$ cat config.mk
export PLATFORM = sky130hd
export DESIGN_NAME = regex_pattern_tokenizer_flat
export DESIGN_NICKNAME = d
export VERILOG_FILES = /design/src/rpt_pkg.sv /design/src/rpt_pattern_if.sv /design/src/rpt_token_if.sv /design/src/regex_pattern_tokenizer.sv /design/src/rpt_lexer.sv /design/src/rpt_result_fifo.sv /design/src/flat_wrapper.sv
export SDC_FILE = /design/constraint.sdc
export NUM_CORES = 1
export LEC_CHECK = 0
export ABC_CLOCK_PERIOD_IN_PS = 12600
export BUFFER_PORTS_ARGS = -buffer_cell sky130_fd_sc_hd__buf_2
export CAP_MARGIN = 20
export CORE_ASPECT_RATIO = 0.9
export CORE_MARGIN = 2
export CORE_UTILIZATION = 31
export CTS_CLUSTER_SIZE = 16
export DETAILED_ROUTE_END_ITERATION = 12
export PLACE_DENSITY = 0.52
export SYNTH_ARGS = -nofsm -noshare
export SYNTH_HDL_FRONTEND = slang
export SYNTH_HIERARCHICAL = 1
export SYNTH_SLANG_ARGS = --single-unit
$ cat constraint.sdc
create_clock -name clk -period 12.6 [get_ports clk]
set_clock_uncertainty 0.05 [all_clocks]
set_input_delay 2.52 -clock clk [delete_from_list [all_inputs] [get_ports clk]]
set_output_delay 2.52 -clock clk [all_outputs]
set_load 0.02 [all_outputs]
$ cat src/rpt_pkg.sv
// Shared types, constants and lexing functions for the regex pattern tokenizer.
package rpt_pkg;

  localparam int NAME_MAX   = 32;
  localparam int GROUP_BITS = 16;
  localparam int POS_BITS   = 16;

  localparam int NCNT_W      = $clog2(NAME_MAX + 1);
  localparam int MAX_RESULTS = 3;
  localparam int FIFO_DEPTH  = 4;
  localparam int PTR_W       = $clog2(FIFO_DEPTH);
  localparam int FCNT_W      = $clog2(FIFO_DEPTH + 1);

  typedef logic [POS_BITS-1:0]   pos_t;
  typedef logic [GROUP_BITS-1:0] grp_t;
  typedef logic [NCNT_W-1:0]     ncnt_t;
  typedef logic [PTR_W-1:0]      ptr_t;
  typedef logic [FCNT_W-1:0]     fcnt_t;

  localparam logic [7:0] CH_NUL    = 8'h00;
  localparam logic [7:0] CH_BSLASH = 8'h5C;
  localparam logic [7:0] CH_DASH   = 8'h2D;
  localparam logic [7:0] CH_DOT    = 8'h2E;
  localparam logic [7:0] CH_STAR   = 8'h2A;
  localparam logic [7:0] CH_PLUS   = 8'h2B;
  localparam logic [7:0] CH_QMARK  = 8'h3F;
  localparam logic [7:0] CH_LPAREN = 8'h28;
  localparam logic [7:0] CH_RPAREN = 8'h29;
  localparam logic [7:0] CH_LBRACK = 8'h5B;
  localparam logic [7:0] CH_RBRACK = 8'h5D;
  localparam logic [7:0] CH_CARET  = 8'h5E;
  localparam logic [7:0] CH_DOLLAR = 8'h24;
  localparam logic [7:0] CH_BAR    = 8'h7C;
  localparam logic [7:0] CH_LBRACE = 8'h7B;
  localparam logic [7:0] CH_RBRACE = 8'h7D;
  localparam logic [7:0] CH_COLON  = 8'h3A;
  localparam logic [7:0] CH_HASH   = 8'h23;
  localparam logic [7:0] CH_QUOTE  = 8'h27;
  localparam logic [7:0] CH_G      = 8'h67;

  localparam logic [2:0] CLS_ANY   = 3'd0;
  localparam logic [2:0] CLS_SPACE = 3'd1;
  localparam logic [2:0] CLS_DIGIT = 3'd2;
  localparam logic [2:0] CLS_WORD  = 3'd3;
  localparam logic [2:0] CLS_START = 3'd4;
  localparam logic [2:0] CLS_END   = 3'd5;

  typedef enum logic [4:0] {
    TK_RANGE, TK_MATCH, TK_BACKREF_NUM, TK_BACKREF_NAME, TK_LAZY_STAR, TK_STAR,
    TK_LAZY_PLUS, TK_PLUS, TK_OPTIONAL, TK_NONCAP_OPEN, TK_NAMED_OPEN, TK_GROUP_OPEN,
    TK_GROUP_CLOSE, TK_CLASS_OPEN_INV, TK_CLASS_OPEN, TK_CLASS_CLOSE, TK_ALT,
    TK_NAME_CHAR, TK_ERROR, TK_DONE
  } tok_kind_t;

  typedef enum logic [3:0] {
    MODE_IDLE, MODE_HELD, MODE_RANGE, MODE_NUM, MODE_PQ, MODE_COMMENT, MODE_NAMED,
    MODE_GBRACE, MODE_GFIRST, MODE_GNUM, MODE_GNAME, MODE_SKIP
  } mode_t;

  typedef struct packed {
    mode_t      mode;
    logic [7:0] held_char;
    logic       in_class;
    grp_t       number_acc;
    ncnt_t      name_count;
    logic       error_seen;
    pos_t       mark_pos;
    logic       num_bad;
  } lex_state_t;

  localparam lex_state_t LEX_RESET = '{
    mode: MODE_IDLE, held_char: 8'h00, in_class: 1'b0, number_acc: '0,
    name_count: '0, error_seen: 1'b0, mark_pos: '0, num_bad: 1'b0
  };

  typedef struct packed {
    tok_kind_t   kind;
    logic [7:0]  char_value;
    logic [7:0]  range_upper;
    logic        is_class;
    logic [2:0]  special_class;
    logic        inverted;
    logic [15:0] group_number;
    logic [5:0]  name_length;
    logic [15:0] position;
    logic        run_last;
  } res_t;

  typedef struct packed {
    lex_state_t st;
    logic       hit;
    res_t       tok;
  } feed_t;

  typedef struct packed {
    logic [7:0] pattern_byte;
    logic       end_flag;
  } lex_in_t;

  typedef struct packed {
    logic [1:0]                 count;
    res_t [MAX_RESULTS-1:0]     res;
  } step_t;

  function automatic logic is_dig(logic [7:0] c);
    return (c >= 8'h30) && (c <= 8'h39);
  endfunction

  function automatic grp_t mul10_add(grp_t a, logic [3:0] d);
    return (a << 3) + (a << 1) + grp_t'(d);
  endfunction

  function automatic res_t tok_make(tok_kind_t k, pos_t p);
    res_t r;
    r = '0;
    r.kind = k;
    r.position = 16'(p);
    return r;
  endfunction

  function automatic res_t lit_tok(logic [7:0] c, pos_t p);
    res_t r;
    r = tok_make(TK_MATCH, p);
    r.char_value = c;
    return r;
  endfunction

  function automatic res_t class_tok(logic [2:0] cls, logic inv, pos_t p);
    res_t r;
    r = tok_make(TK_MATCH, p);
    r.is_class = 1'b1;
    r.special_class = cls;
    r.inverted = inv;
    return r;
  endfunction

  function automatic res_t escape_tok(logic [7:0] c, pos_t p);
    res_t r;
    case (c)
      "t": r = lit_tok(8'd9, p);
      "r": r = lit_tok(8'd13, p);
      "n": r = lit_tok(8'd10, p);
      "f": r = lit_tok(8'd12, p);
      "S": r = class_tok(CLS_SPACE, 1'b1, p);
      "s": r = class_tok(CLS_SPACE, 1'b0, p);
      "D": r = class_tok(CLS_DIGIT, 1'b1, p);
      "d": r = class_tok(CLS_DIGIT, 1'b0, p);
      "W": r = class_tok(CLS_WORD, 1'b1, p);
      "w": r = class_tok(CLS_WORD, 1'b0, p);
      default: r = lit_tok(c, p);
    endcase
    return r;
  endfunction

  function automatic res_t num_tok(grp_t g, pos_t p);
    res_t r;
    r = tok_make(TK_BACKREF_NUM, p);
    r.group_number = 16'(g);
    return r;
  endfunction

  function automatic res_t named_tok(tok_kind_t k, ncnt_t n, pos_t p);
    res_t r;
    r = tok_make(k, p);
    r.name_length = 6'(n);
    return r;
  endfunction

  function automatic feed_t emit(feed_t f, res_t r);
    feed_t g;
    g = f;
    g.hit = 1'b1;
    g.tok = r;
    return g;
  endfunction

  function automatic feed_t fail(feed_t f, pos_t p);
    feed_t g;
    g = emit(f, tok_make(TK_ERROR, p));
    g.st.error_seen = 1'b1;
    g.st.mode = MODE_SKIP;
    return g;
  endfunction

  function automatic lex_state_t start_tok(lex_state_t s, logic [7:0] c);
    lex_state_t t;
    t = s;
    if (c == CH_NUL) begin
      t.mode = MODE_IDLE;
    end else begin
      t.held_char = c;
      t.mode = MODE_HELD;
    end
    return t;
  endfunction

  function automatic feed_t name_add(feed_t f, logic [7:0] c, pos_t p1);
    feed_t g;
    res_t r;
    g = f;
    if (f.st.name_count < ncnt_t'(NAME_MAX)) begin
      g.st.name_count = f.st.name_count + ncnt_t'(1);
      r = named_tok(TK_NAME_CHAR, g.st.name_count, p1);
      r.char_value = c;
      g = emit(g, r);
    end
    return g;
  endfunction

  // One byte of lexing: next state and at most one token.
  function automatic feed_t feed(lex_state_t s, logic [7:0] c, pos_t pos);
    feed_t      f;
    pos_t       pos1;
    logic [7:0] h;
    f.st = s;
    f.hit = 1'b0;
    f.tok = '0;
    pos1 = pos + pos_t'(1);
    h = s.held_char;
    case (s.mode)
      MODE_IDLE: f.st = start_tok(s, c);
      MODE_HELD: begin
        if (c == CH_DASH) begin
          f.st.mode = MODE_RANGE;
        end else if (h == CH_BSLASH) begin
          if (c == CH_NUL) begin
            f = fail(f, pos);
          end else if (is_dig(c)) begin
            f.st.number_acc = grp_t'(c[3:0]);
            f.st.mode = MODE_NUM;
          end else if (c == CH_G && !s.in_class) begin
            f.st.mode = MODE_GBRACE;
          end else begin
            f = emit(f, escape_tok(c, pos1));
            f.st.mode = MODE_IDLE;
          end
        end else if (!s.in_class && h == CH_DOT) begin
          f = emit(f, class_tok(CLS_ANY, 1'b0, pos));
          f.st = start_tok(f.st, c);
        end else if (!s.in_class && (h == CH_STAR || h == CH_PLUS)) begin
          if (c == CH_QMARK) begin
            f = emit(f, tok_make((h == CH_STAR) ? TK_LAZY_STAR : TK_LAZY_PLUS, pos1));
            f.st.mode = MODE_IDLE;
          end else begin
            f = emit(f, tok_make((h == CH_STAR) ? TK_STAR : TK_PLUS, pos));
            f.st = start_tok(f.st, c);
          end
        end else if (!s.in_class && h == CH_QMARK) begin
          f = emit(f, tok_make(TK_OPTIONAL, pos));
          f.st = start_tok(f.st, c);
        end else if (!s.in_class && h == CH_LPAREN) begin
          if (c == CH_QMARK) begin
            f.st.mode = MODE_PQ;
          end else begin
            f = emit(f, tok_make(TK_GROUP_OPEN, pos));
            f.st = start_tok(f.st, c);
          end
        end else if (!s.in_class && h == CH_RPAREN) begin
          f = emit(f, tok_make(TK_GROUP_CLOSE, pos));
          f.st = start_tok(f.st, c);
        end else if (!s.in_class && h == CH_LBRACK) begin
          f.st.in_class = 1'b1;
          if (c == CH_CARET) begin
            f = emit(f, tok_make(TK_CLASS_OPEN_INV, pos1));
            f.st.mode = MODE_IDLE;
          end else begin
            f = emit(f, tok_make(TK_CLASS_OPEN, pos));
            f.st = start_tok(f.st, c);
          end
        end else if (!s.in_class && h == CH_BAR) begin
          f = emit(f, tok_make(TK_ALT, pos));
          f.st = start_tok(f.st, c);
        end else if (!s.in_class && h == CH_CARET) begin
          f = emit(f, class_tok(CLS_START, 1'b0, pos));
          f.st = start_tok(f.st, c);
        end else if (!s.in_class && h == CH_DOLLAR) begin
          f = emit(f, class_tok(CLS_END, 1'b0, pos));
          f.st = start_tok(f.st, c);
        end else if (h == CH_RBRACK) begin
          f = emit(f, tok_make(TK_CLASS_CLOSE, pos));
          f.st.in_class = 1'b0;
          f.st = start_tok(f.st, c);
        end else begin
          f = emit(f, lit_tok(h, pos));
          f.st = start_tok(f.st, c);
        end
      end
      MODE_RANGE: begin
        if (c == CH_NUL) begin
          f = fail(f, pos);
        end else begin
          f.tok = tok_make(TK_RANGE, pos1);
          f.tok.char_value = h;
          f.tok.range_upper = c;
          f.hit = 1'b1;
          f.st.mode = MODE_IDLE;
        end
      end
      MODE_NUM: begin
        if (is_dig(c)) begin
          f.st.number_acc = mul10_add(s.number_acc, c[3:0]);
        end else begin
          if (s.in_class) begin
            f = emit(f, lit_tok(s.number_acc[7:0], pos));
          end else begin
            f = emit(f, num_tok(s.number_acc, pos));
          end
          f.st = start_tok(f.st, c);
        end
      end
      MODE_PQ: begin
        if (c == CH_COLON) begin
          f = emit(f, tok_make(TK_NONCAP_OPEN, pos1));
          f.st.mode = MODE_IDLE;
        end else if (c == CH_HASH) begin
          f.st.mode = MODE_COMMENT;
        end else if (c == CH_QUOTE) begin
          f.st.name_count = '0;
          f.st.mode = MODE_NAMED;
        end else if (c == CH_NUL) begin
          f.st.mode = MODE_IDLE;
        end else begin
          f = fail(f, pos);
        end
      end
      MODE_COMMENT: begin
        if (c == CH_RPAREN || c == CH_NUL) begin
          f.st.mode = MODE_IDLE;
        end
      end
      MODE_NAMED: begin
        if (c == CH_QUOTE) begin
          if (s.name_count >= ncnt_t'(NAME_MAX)) begin
            f = fail(f, pos1);
          end else begin
            f = emit(f, named_tok(TK_NAMED_OPEN, s.name_count, pos1));
            f.st.mode = MODE_IDLE;
          end
        end else if (c == CH_NUL) begin
          f.st.mode = MODE_IDLE;
        end else begin
          f = name_add(f, c, pos1);
        end
      end
      MODE_GBRACE: begin
        if (c == CH_LBRACE) begin
          f.st.mode = MODE_GFIRST;
        end else if (c == CH_NUL) begin
          f.st.mode = MODE_IDLE;
        end else begin
          f = fail(f, pos);
        end
      end
      MODE_GFIRST: begin
        if (c == CH_NUL) begin
          f.st.mode = MODE_IDLE;
        end else if (c == CH_PLUS || c == CH_DASH) begin
          f = fail(f, pos);
        end else if (c == CH_RBRACE) begin
          f = emit(f, tok_make(TK_BACKREF_NAME, pos1));
          f.st.mode = MODE_IDLE;
        end else if (is_dig(c)) begin
          f.st.mark_pos = pos;
          f.st.number_acc = grp_t'(c[3:0]);
          f.st.num_bad = 1'b0;
          f.st.mode = MODE_GNUM;
        end else begin
          f.st.mark_pos = pos;
          f.st.name_count = '0;
          f.st.mode = MODE_GNAME;
          f = name_add(f, c, pos1);
        end
      end
      MODE_GNUM: begin
        if (c == CH_NUL) begin
          f = fail(f, s.mark_pos);
        end else if (c == CH_RBRACE) begin
          if (s.num_bad) begin
            f = fail(f, pos1);
          end else begin
            f = emit(f, num_tok(s.number_acc, pos1));
            f.st.mode = MODE_IDLE;
          end
        end else if (is_dig(c) && !s.num_bad) begin
          f.st.number_acc = mul10_add(s.number_acc, c[3:0]);
        end else begin
          f.st.num_bad = 1'b1;
        end
      end
      MODE_GNAME: begin
        if (c == CH_NUL) begin
          f = fail(f, s.mark_pos);
        end else if (c == CH_RBRACE) begin
          if (s.name_count >= ncnt_t'(NAME_MAX)) begin
            f = fail(f, pos1);
          end else begin
            f = emit(f, named_tok(TK_BACKREF_NAME, s.name_count, pos1));
            f.st.mode = MODE_IDLE;
          end
        end else begin
          f = name_add(f, c, pos1);
        end
      end
      default: f.st = s;
    endcase
    return f;
  endfunction

endpackage

$ cat src/rpt_pattern_if.sv
// Pattern byte channel: valid/ready handshake with byte and end flag.
interface rpt_pattern_if;
  logic       valid;
  logic       ready;
  logic [7:0] pattern_byte;
  logic       end_flag;

  modport source (output valid, output pattern_byte, output end_flag, input ready);
  modport sink (input valid, input pattern_byte, input end_flag, output ready);
endinterface

$ cat src/rpt_token_if.sv
// Token channel: valid/ready handshake with the token fields.
interface rpt_token_if;
  logic        valid;
  logic        ready;
  logic [4:0]  token_kind;
  logic [7:0]  char_value;
  logic [7:0]  range_upper;
  logic        is_class;
  logic [2:0]  special_class;
  logic        inverted;
  logic [15:0] group_number;
  logic [5:0]  name_length;
  logic [15:0] position;
  logic        run_last;

  modport source (
    output valid, output token_kind, output char_value, output range_upper,
    output is_class, output special_class, output inverted, output group_number,
    output name_length, output position, output run_last, input ready
  );
  modport sink (
    input valid, input token_kind, input char_value, input range_upper,
    input is_class, input special_class, input inverted, input group_number,
    input name_length, input position, input run_last, output ready
  );
endinterface

$ cat src/regex_pattern_tokenizer.sv
// Streaming regex lexer: one pattern byte per cycle in when ready, tokens out via a queue.
// The tokenizer accepts one pattern byte per clock and lexes it in the same cycle with a
// one-byte lookahead, writing the tokens it completes into a four-entry result queue that
// delivers one token per clock while the receiver is ready. With the receiver ready, a
// byte that completes at most one token sustains one byte per cycle; the final byte of a
// pattern (end flag set, or a zero byte) can produce up to three tokens, ending with done,
// and the input then waits while the queue drains. Input is taken whenever reset is low
// and the queue holds at most one token, so one waiting token does not block the next
// byte, while two or more do.
module regex_pattern_tokenizer (
  input  logic        clk,
  input  logic        rst,
  rpt_pattern_if.sink pattern,
  rpt_token_if.source tokens
);

  rpt_pkg::lex_in_t item;
  rpt_pkg::step_t   step;
  rpt_pkg::res_t    head;
  logic             room, advance, head_valid;

  assign item.pattern_byte = pattern.pattern_byte;
  assign item.end_flag     = pattern.end_flag;
  assign pattern.ready     = room && !rst;
  assign advance           = pattern.valid && room;

  rpt_lexer u_lexer (
    .clk     (clk),
    .rst     (rst),
    .advance (advance),
    .item    (item),
    .step    (step)
  );

  rpt_result_fifo u_fifo (
    .clk        (clk),
    .rst        (rst),
    .push_en    (advance),
    .step       (step),
    .room       (room),
    .head_valid (head_valid),
    .head       (head),
    .pop        (tokens.ready)
  );

  assign tokens.valid         = head_valid;
  assign tokens.token_kind    = head.kind;
  assign tokens.char_value    = head.char_value;
  assign tokens.range_upper   = head.range_upper;
  assign tokens.is_class      = head.is_class;
  assign tokens.special_class = head.special_class;
  assign tokens.inverted      = head.inverted;
  assign tokens.group_number  = head.group_number;
  assign tokens.name_length   = head.name_length;
  assign tokens.position      = head.position;
  assign tokens.run_last      = head.run_last;

endmodule

$ cat src/rpt_lexer.sv
// Lexer state registers and the per-byte step that yields up to three tokens.
module rpt_lexer (
  input  logic            clk,
  input  logic            rst,
  input  logic            advance,
  input  rpt_pkg::lex_in_t item,
  output rpt_pkg::step_t   step
);

  rpt_pkg::lex_state_t state, state_next;
  rpt_pkg::pos_t       byte_position, byte_position_next;

  rpt_pkg::feed_t f1, f2;
  rpt_pkg::pos_t  pos_after;
  rpt_pkg::res_t  done_tok;
  logic           has_byte, is_end, hit1, hit2;

  always_comb begin
    has_byte = item.pattern_byte != rpt_pkg::CH_NUL;
    is_end   = item.end_flag || !has_byte;

    f1 = '{st: state, hit: 1'b0, tok: '0};
    if (has_byte && !state.error_seen) begin
      f1 = rpt_pkg::feed(state, item.pattern_byte, byte_position);
    end
    pos_after = has_byte ? byte_position + rpt_pkg::pos_t'(1) : byte_position;

    f2 = '{st: f1.st, hit: 1'b0, tok: '0};
    if (is_end && !f1.st.error_seen) begin
      f2 = rpt_pkg::feed(f1.st, rpt_pkg::CH_NUL, pos_after);
    end
    done_tok = rpt_pkg::tok_make(rpt_pkg::TK_DONE, pos_after);

    hit1 = f1.hit;
    hit2 = is_end && f2.hit;

    step.count  = {1'b0, hit1} + {1'b0, hit2} + {1'b0, is_end};
    step.res[0] = hit1 ? f1.tok : (hit2 ? f2.tok : done_tok);
    step.res[1] = (hit1 && hit2) ? f2.tok : done_tok;
    step.res[2] = done_tok;
    for (int i = 0; i < rpt_pkg::MAX_RESULTS; i++) begin
      step.res[i].run_last = (2'(i) == step.count - 2'd1);
    end

    state_next         = is_end ? rpt_pkg::LEX_RESET : f1.st;
    byte_position_next = is_end ? '0 : pos_after;
  end

  always_ff @(posedge clk) begin
    if (rst) begin
      state         <= rpt_pkg::LEX_RESET;
      byte_position <= '0;
    end else if (advance) begin
      state         <= state_next;
      byte_position <= byte_position_next;
    end
  end

endmodule

$ cat src/rpt_result_fifo.sv
// Result queue: takes up to three tokens per transaction, delivers one per cycle when popped.
module rpt_result_fifo (
  input  logic           clk,
  input  logic           rst,
  input  logic           push_en,
  input  rpt_pkg::step_t step,
  output logic           room,
  output logic           head_valid,
  output rpt_pkg::res_t  head,
  input  logic           pop
);

  rpt_pkg::res_t  mem [rpt_pkg::FIFO_DEPTH];
  rpt_pkg::ptr_t  wr_ptr, wr_ptr_next, rd_ptr, rd_ptr_next;
  rpt_pkg::fcnt_t count, count_next;
  logic [1:0]     push_n;
  logic           pop_n;

  always_comb begin
    push_n      = push_en ? step.count : 2'd0;
    pop_n       = pop && head_valid;
    wr_ptr_next = wr_ptr + rpt_pkg::ptr_t'(push_n);
    rd_ptr_next = rd_ptr + rpt_pkg::ptr_t'(pop_n);
    count_next  = count + rpt_pkg::fcnt_t'(push_n) - rpt_pkg::fcnt_t'(pop_n);
  end

  assign room       = count <= rpt_pkg::fcnt_t'(rpt_pkg::FIFO_DEPTH - rpt_pkg::MAX_RESULTS);
  assign head_valid = count != '0;
  assign head       = mem[rd_ptr];

  always_ff @(posedge clk) begin
    if (rst) begin
      wr_ptr <= '0;
      rd_ptr <= '0;
      count  <= '0;
    end else begin
      wr_ptr <= wr_ptr_next;
      rd_ptr <= rd_ptr_next;
      count  <= count_next;
    end
  end

  always_ff @(posedge clk) begin
    for (int i = 0; i < rpt_pkg::MAX_RESULTS; i++) begin
      if (2'(i) < push_n) begin
        mem[wr_ptr + rpt_pkg::ptr_t'(i)] <= step.res[i];
      end
    end
  end

endmodule

$ cat src/flat_wrapper.sv
// flat-port wrapper written by rule: the top's interface ports become plain ports
module regex_pattern_tokenizer_flat 
  (clk, rst, pattern_valid, pattern_pattern_byte, pattern_end_flag, pattern_ready, tokens_valid, tokens_token_kind, tokens_char_value, tokens_range_upper, tokens_is_class, tokens_special_class, tokens_inverted, tokens_group_number, tokens_name_length, tokens_position, tokens_run_last, tokens_ready);
  rpt_pattern_if pattern_i ();
  rpt_token_if tokens_i ();
  input  logic clk;
  input  logic rst;
  input wire logic [$bits(pattern_i.valid)-1:0] pattern_valid;
  input wire logic [$bits(pattern_i.pattern_byte)-1:0] pattern_pattern_byte;
  input wire logic [$bits(pattern_i.end_flag)-1:0] pattern_end_flag;
  output wire logic [$bits(pattern_i.ready)-1:0] pattern_ready;
  output wire logic [$bits(tokens_i.valid)-1:0] tokens_valid;
  output wire logic [$bits(tokens_i.token_kind)-1:0] tokens_token_kind;
  output wire logic [$bits(tokens_i.char_value)-1:0] tokens_char_value;
  output wire logic [$bits(tokens_i.range_upper)-1:0] tokens_range_upper;
  output wire logic [$bits(tokens_i.is_class)-1:0] tokens_is_class;
  output wire logic [$bits(tokens_i.special_class)-1:0] tokens_special_class;
  output wire logic [$bits(tokens_i.inverted)-1:0] tokens_inverted;
  output wire logic [$bits(tokens_i.group_number)-1:0] tokens_group_number;
  output wire logic [$bits(tokens_i.name_length)-1:0] tokens_name_length;
  output wire logic [$bits(tokens_i.position)-1:0] tokens_position;
  output wire logic [$bits(tokens_i.run_last)-1:0] tokens_run_last;
  input wire logic [$bits(tokens_i.ready)-1:0] tokens_ready;
  assign pattern_i.valid = pattern_valid;
  assign pattern_i.pattern_byte = pattern_pattern_byte;
  assign pattern_i.end_flag = pattern_end_flag;
  assign pattern_ready = pattern_i.ready;
  assign tokens_valid = tokens_i.valid;
  assign tokens_token_kind = tokens_i.token_kind;
  assign tokens_char_value = tokens_i.char_value;
  assign tokens_range_upper = tokens_i.range_upper;
  assign tokens_is_class = tokens_i.is_class;
  assign tokens_special_class = tokens_i.special_class;
  assign tokens_inverted = tokens_i.inverted;
  assign tokens_group_number = tokens_i.group_number;
  assign tokens_name_length = tokens_i.name_length;
  assign tokens_position = tokens_i.position;
  assign tokens_run_last = tokens_i.run_last;
  assign tokens_i.ready = tokens_ready;
  regex_pattern_tokenizer u_core (.clk(clk), .rst(rst), .pattern(pattern_i), .tokens(tokens_i));
endmodule
==> out/qor.txt <==
layout cell share with drive strength beyond 1: 0.333
most common cell after layout, fill and taps aside: mux2_2
drt first-iter violations: 2424
R2R Path Start: u_core/u_lexer/state[41]
CORE AREA: 85800 um^2
post-synthesis cell area: 26800 um^2
Buf+Inv Stages, Crit Path: 5
GRT busiest layer: met2
Post-Route WL: 96.4 mm
Crit Path Class: primary input to flop
CTS H-Tree Depth: 2
GRT Total Usage: 0.212
Die Ht: 283 um
DR DRC count: 0
IO Port Bufs: 79
syn_area_per_cell: 10.6 um^2
largest net degree at the start of global routing: 71
CP top delay family: buffers and inverters
hold path startpoint: u_core/u_lexer/state[39]
EDFF count, synth: 260
Top FF cell, synth: edfxtp_1
worst vdd ir: 0.0797 mV
Slew Viols, Final: 0
crit-path max cell delay: 0.96 ns
Core Util, Final: 0.340
global route overflow: 0
Die ar.: 88700 um^2
CTS resizes: 0
Critical Path AT: 9.41 ns
CTS tree: done
yosys warns: 6
met3 global-route usage: 0.0246
Final min period: 9.28 ns
Post-DRT Antenna Nets: 0
Final period util: 0.736
Max Freq: 108 MHz
status: finished, final reports clean
most frequent cells in the layout: 478 x mux2_2, 260 x edfxtp_1, 217 x nor2_1, 127 x nand2_1, 115 x a21oi_1
Starting Density: 0.312
mean routed wirelength per cell: 26.2 um
I/O pin cnt: 80
Worst slew margin: 0.192
Hold Vio Cnt, Final: 0
RSZ-0062 raised after global routing: no
CTS Buf Count: 40
Post-Syn Instances: 2522
met1 track demand over resource: 0.302
CTS Hold Bufs: 0
Crit. End Element: flop
Vias: 21500
Site Rows: 102
fin nets: 2558
worst slew pin tran: 1.21 ns
CP Launch Type: primary input
CTS Buffer Depth: 3
Reg clk slew, reported paths: 0.06 ns
met2 usage in global routing: 0.337
CTS Sinks: 336
critical path startpoint: pattern_pattern_byte[2]
routability cong.: 0.954
Area Growth Syn to Fin: 9.02%
cell breakdown of the critical path: buf_2 > nor4_4 > and3_1 > buf_4 > inv_4 > nand3_1 > a31oi_1 > a41oi_1 > o21ai_1 > o21ai_1 > fa_1 > inv_1 > nand2_1 > maj3_1 > nor2b_4 > buf_4
first-pass GRT wire length: 143 mm
CP Max Fanout: 50
vias in the first global route: 21100
Post-CTS Repair Setup Buffers: 0
die width: 314 um
clk_lat worst skew: 0.57 ns
drt pass-1 iters: 7
final setup fails: 0
Setup TNS Final: 0 ns
Worst Hold Class: flop to flop
Pwr Density: 126 nW/um^2
Unique masters post-synth: 103
fill cell count: 8632
max-cap viol count: 0
FF+latch count, synth: 336
CP Data Required Time: 12.73 ns
Root Driver: clkbuf_16
antenna cells: 0
number of vias per cell: 5.83
DP HPWL: 65.9 mm
crit path max-delay cell type: a41oi_1
initial antenna violation count: 0
register area share after synthesis: 0.349
P_leak: 0.0111 uW
Async SR Flop Fraction: 0
-- path summary, 6_finish.rpt --
| check | slack (ns) | cells after the start | to |
|---|---|---|---|
| worst max-delay path | 3.32 | 16 | u_core/u_fifo/mem[1][40] |
| worst min-delay path | 0.41 | 2 | u_core/u_lexer/state[39] |
| worst max register to register | 5.19 | 12 | u_core/u_fifo/mem[1][40] |
| worst min register to register | 0.41 | 2 | u_core/u_lexer/state[39] |
-- metal layers --
metal  part of all wire  wire length (um)
met5                  0                 0
met4              0.024              2270
met3              0.067              6430
met2               0.45             43700
met1               0.46             44000
-- layout make-up --
class / instances / area [um^2] / area share
tap: 1144 / 1430 / 0.0491
timing repair buffer: 135 / 860 / 0.0295
sequential: 336 / 9340 / 0.320
clock buffer: 55 / 1130 / 0.0387
multi-input combinational: 1941 / 16000 / 0.550
inverter: 51 / 194 / 0.00665
clock inverter: 19 / 181 / 0.00622
-- cells by family after synthesis --
| family | after synthesis | synth area share |
|---|---|---|
| AOI/OAI and AO/OA | 524 | 0.135 |
| xor gates and xnor gates | 47 | 0.0154 |
| adders and majority gates | 41 | 0.0202 |
| buffers and inverters | 323 | 0.0666 |
| DFF | 336 | 0.349 |
| muxes | 616 | 0.293 |
| other | 2 | 0.000281 |
| and+or+nand+nor | 633 | 0.121 |
-- state kept, by name, summed over array words and instances, names as in the netlist --
signal,cells
u_core/u_fifo/mem,260
u_core/u_lexer/state,53
u_core/u_lexer/byte_position,16
u_core/u_fifo/count,3
u_core/u_fifo/rd_ptr,2
u_core/u_fifo/wr_ptr,2
-- worst register-to-register path, delay by kind of cell (launching register included) --
family / cells / cell delay (ns)
buffers and inverters: 2 / 1.07
adders and majority gates: 2 / 0.96
DFF: 1 / 0.52
AOI/OAI and AO/OA: 4 / 2.26
and+or+nand+nor: 4 / 2.12
-- synthesized netlist by cell type (6+ instances only) --
cell type | n | area share
a2111oi_0 | 9 | 0.0029
a211oi_1 | 14 | 0.0039
a21o_1 | 15 | 0.0042
a21oi_1 | 115 | 0.022
a221o_1 | 11 | 0.0041
a221oi_1 | 8 | 0.0026
a222oi_1 | 13 | 0.0049
a22o_1 | 26 | 0.0085
a22oi_1 | 67 | 0.019
a31oi_1 | 23 | 0.0054
a41oi_1 | 6 | 0.0020
and2_1 | 22 | 0.0051
and3_1 | 23 | 0.0054
buf_1 | 9 | 0.0013
buf_2 | 64 | 0.012
buf_4 | 90 | 0.025
buf_6 | 20 | 0.0084
clkbuf_1 | 89 | 0.012
dfxtp_1 | 76 | 0.057
edfxtp_1 | 260 | 0.29
ha_1 | 36 | 0.017
inv_1 | 50 | 0.0070
mux2_2 | 478 | 0.20
mux2_4 | 50 | 0.028
mux2i_1 | 23 | 0.0086
mux4_2 | 65 | 0.055
nand2_1 | 127 | 0.018
nand2b_1 | 15 | 0.0035
nand3_1 | 52 | 0.0097
nand4_1 | 12 | 0.0028
nor2_1 | 218 | 0.031
nor2b_1 | 13 | 0.0030
nor3_1 | 49 | 0.0092
nor3b_1 | 7 | 0.0020
nor4_1 | 15 | 0.0035
o211ai_1 | 20 | 0.0056
o21a_1 | 10 | 0.0028
o21ai_0 | 82 | 0.015
o21ai_1 | 8 | 0.0015
o22ai_1 | 12 | 0.0028
o31ai_1 | 15 | 0.0042
or2_2 | 7 | 0.0016
or3_1 | 13 | 0.0030
xnor2_1 | 31 | 0.010
xor2_1 | 16 | 0.0052
-- stage by stage --
step | power [uW] | area, um^2 | cells | hold slack (ns) | setup WS (ns)
2_1_floorplan | 2180 | 27000 | 2600 | 0.381 | 1.31
3_3_place_gp | 2530 | 27800 | 3602 | 0.392 | 2.91
3_5_place_dp | 2540 | 27900 | 3607 | 0.404 | 2.92
4_1_cts | 3730 | 29200 | 3681 | 0.413 | 3.54
5_1_grt | 3830 | 29200 | 3681 | 0.444 | 2.99
6_report | 3680 | 29200 | 3681 | 0.414 | 3.32
-- report_power, final --
group	internal, uW	switching [uW]
clock network	690	482
registers	1320	88.0
logic	430	669
total	2440	1240
Power figures use the tool's default switching activity.
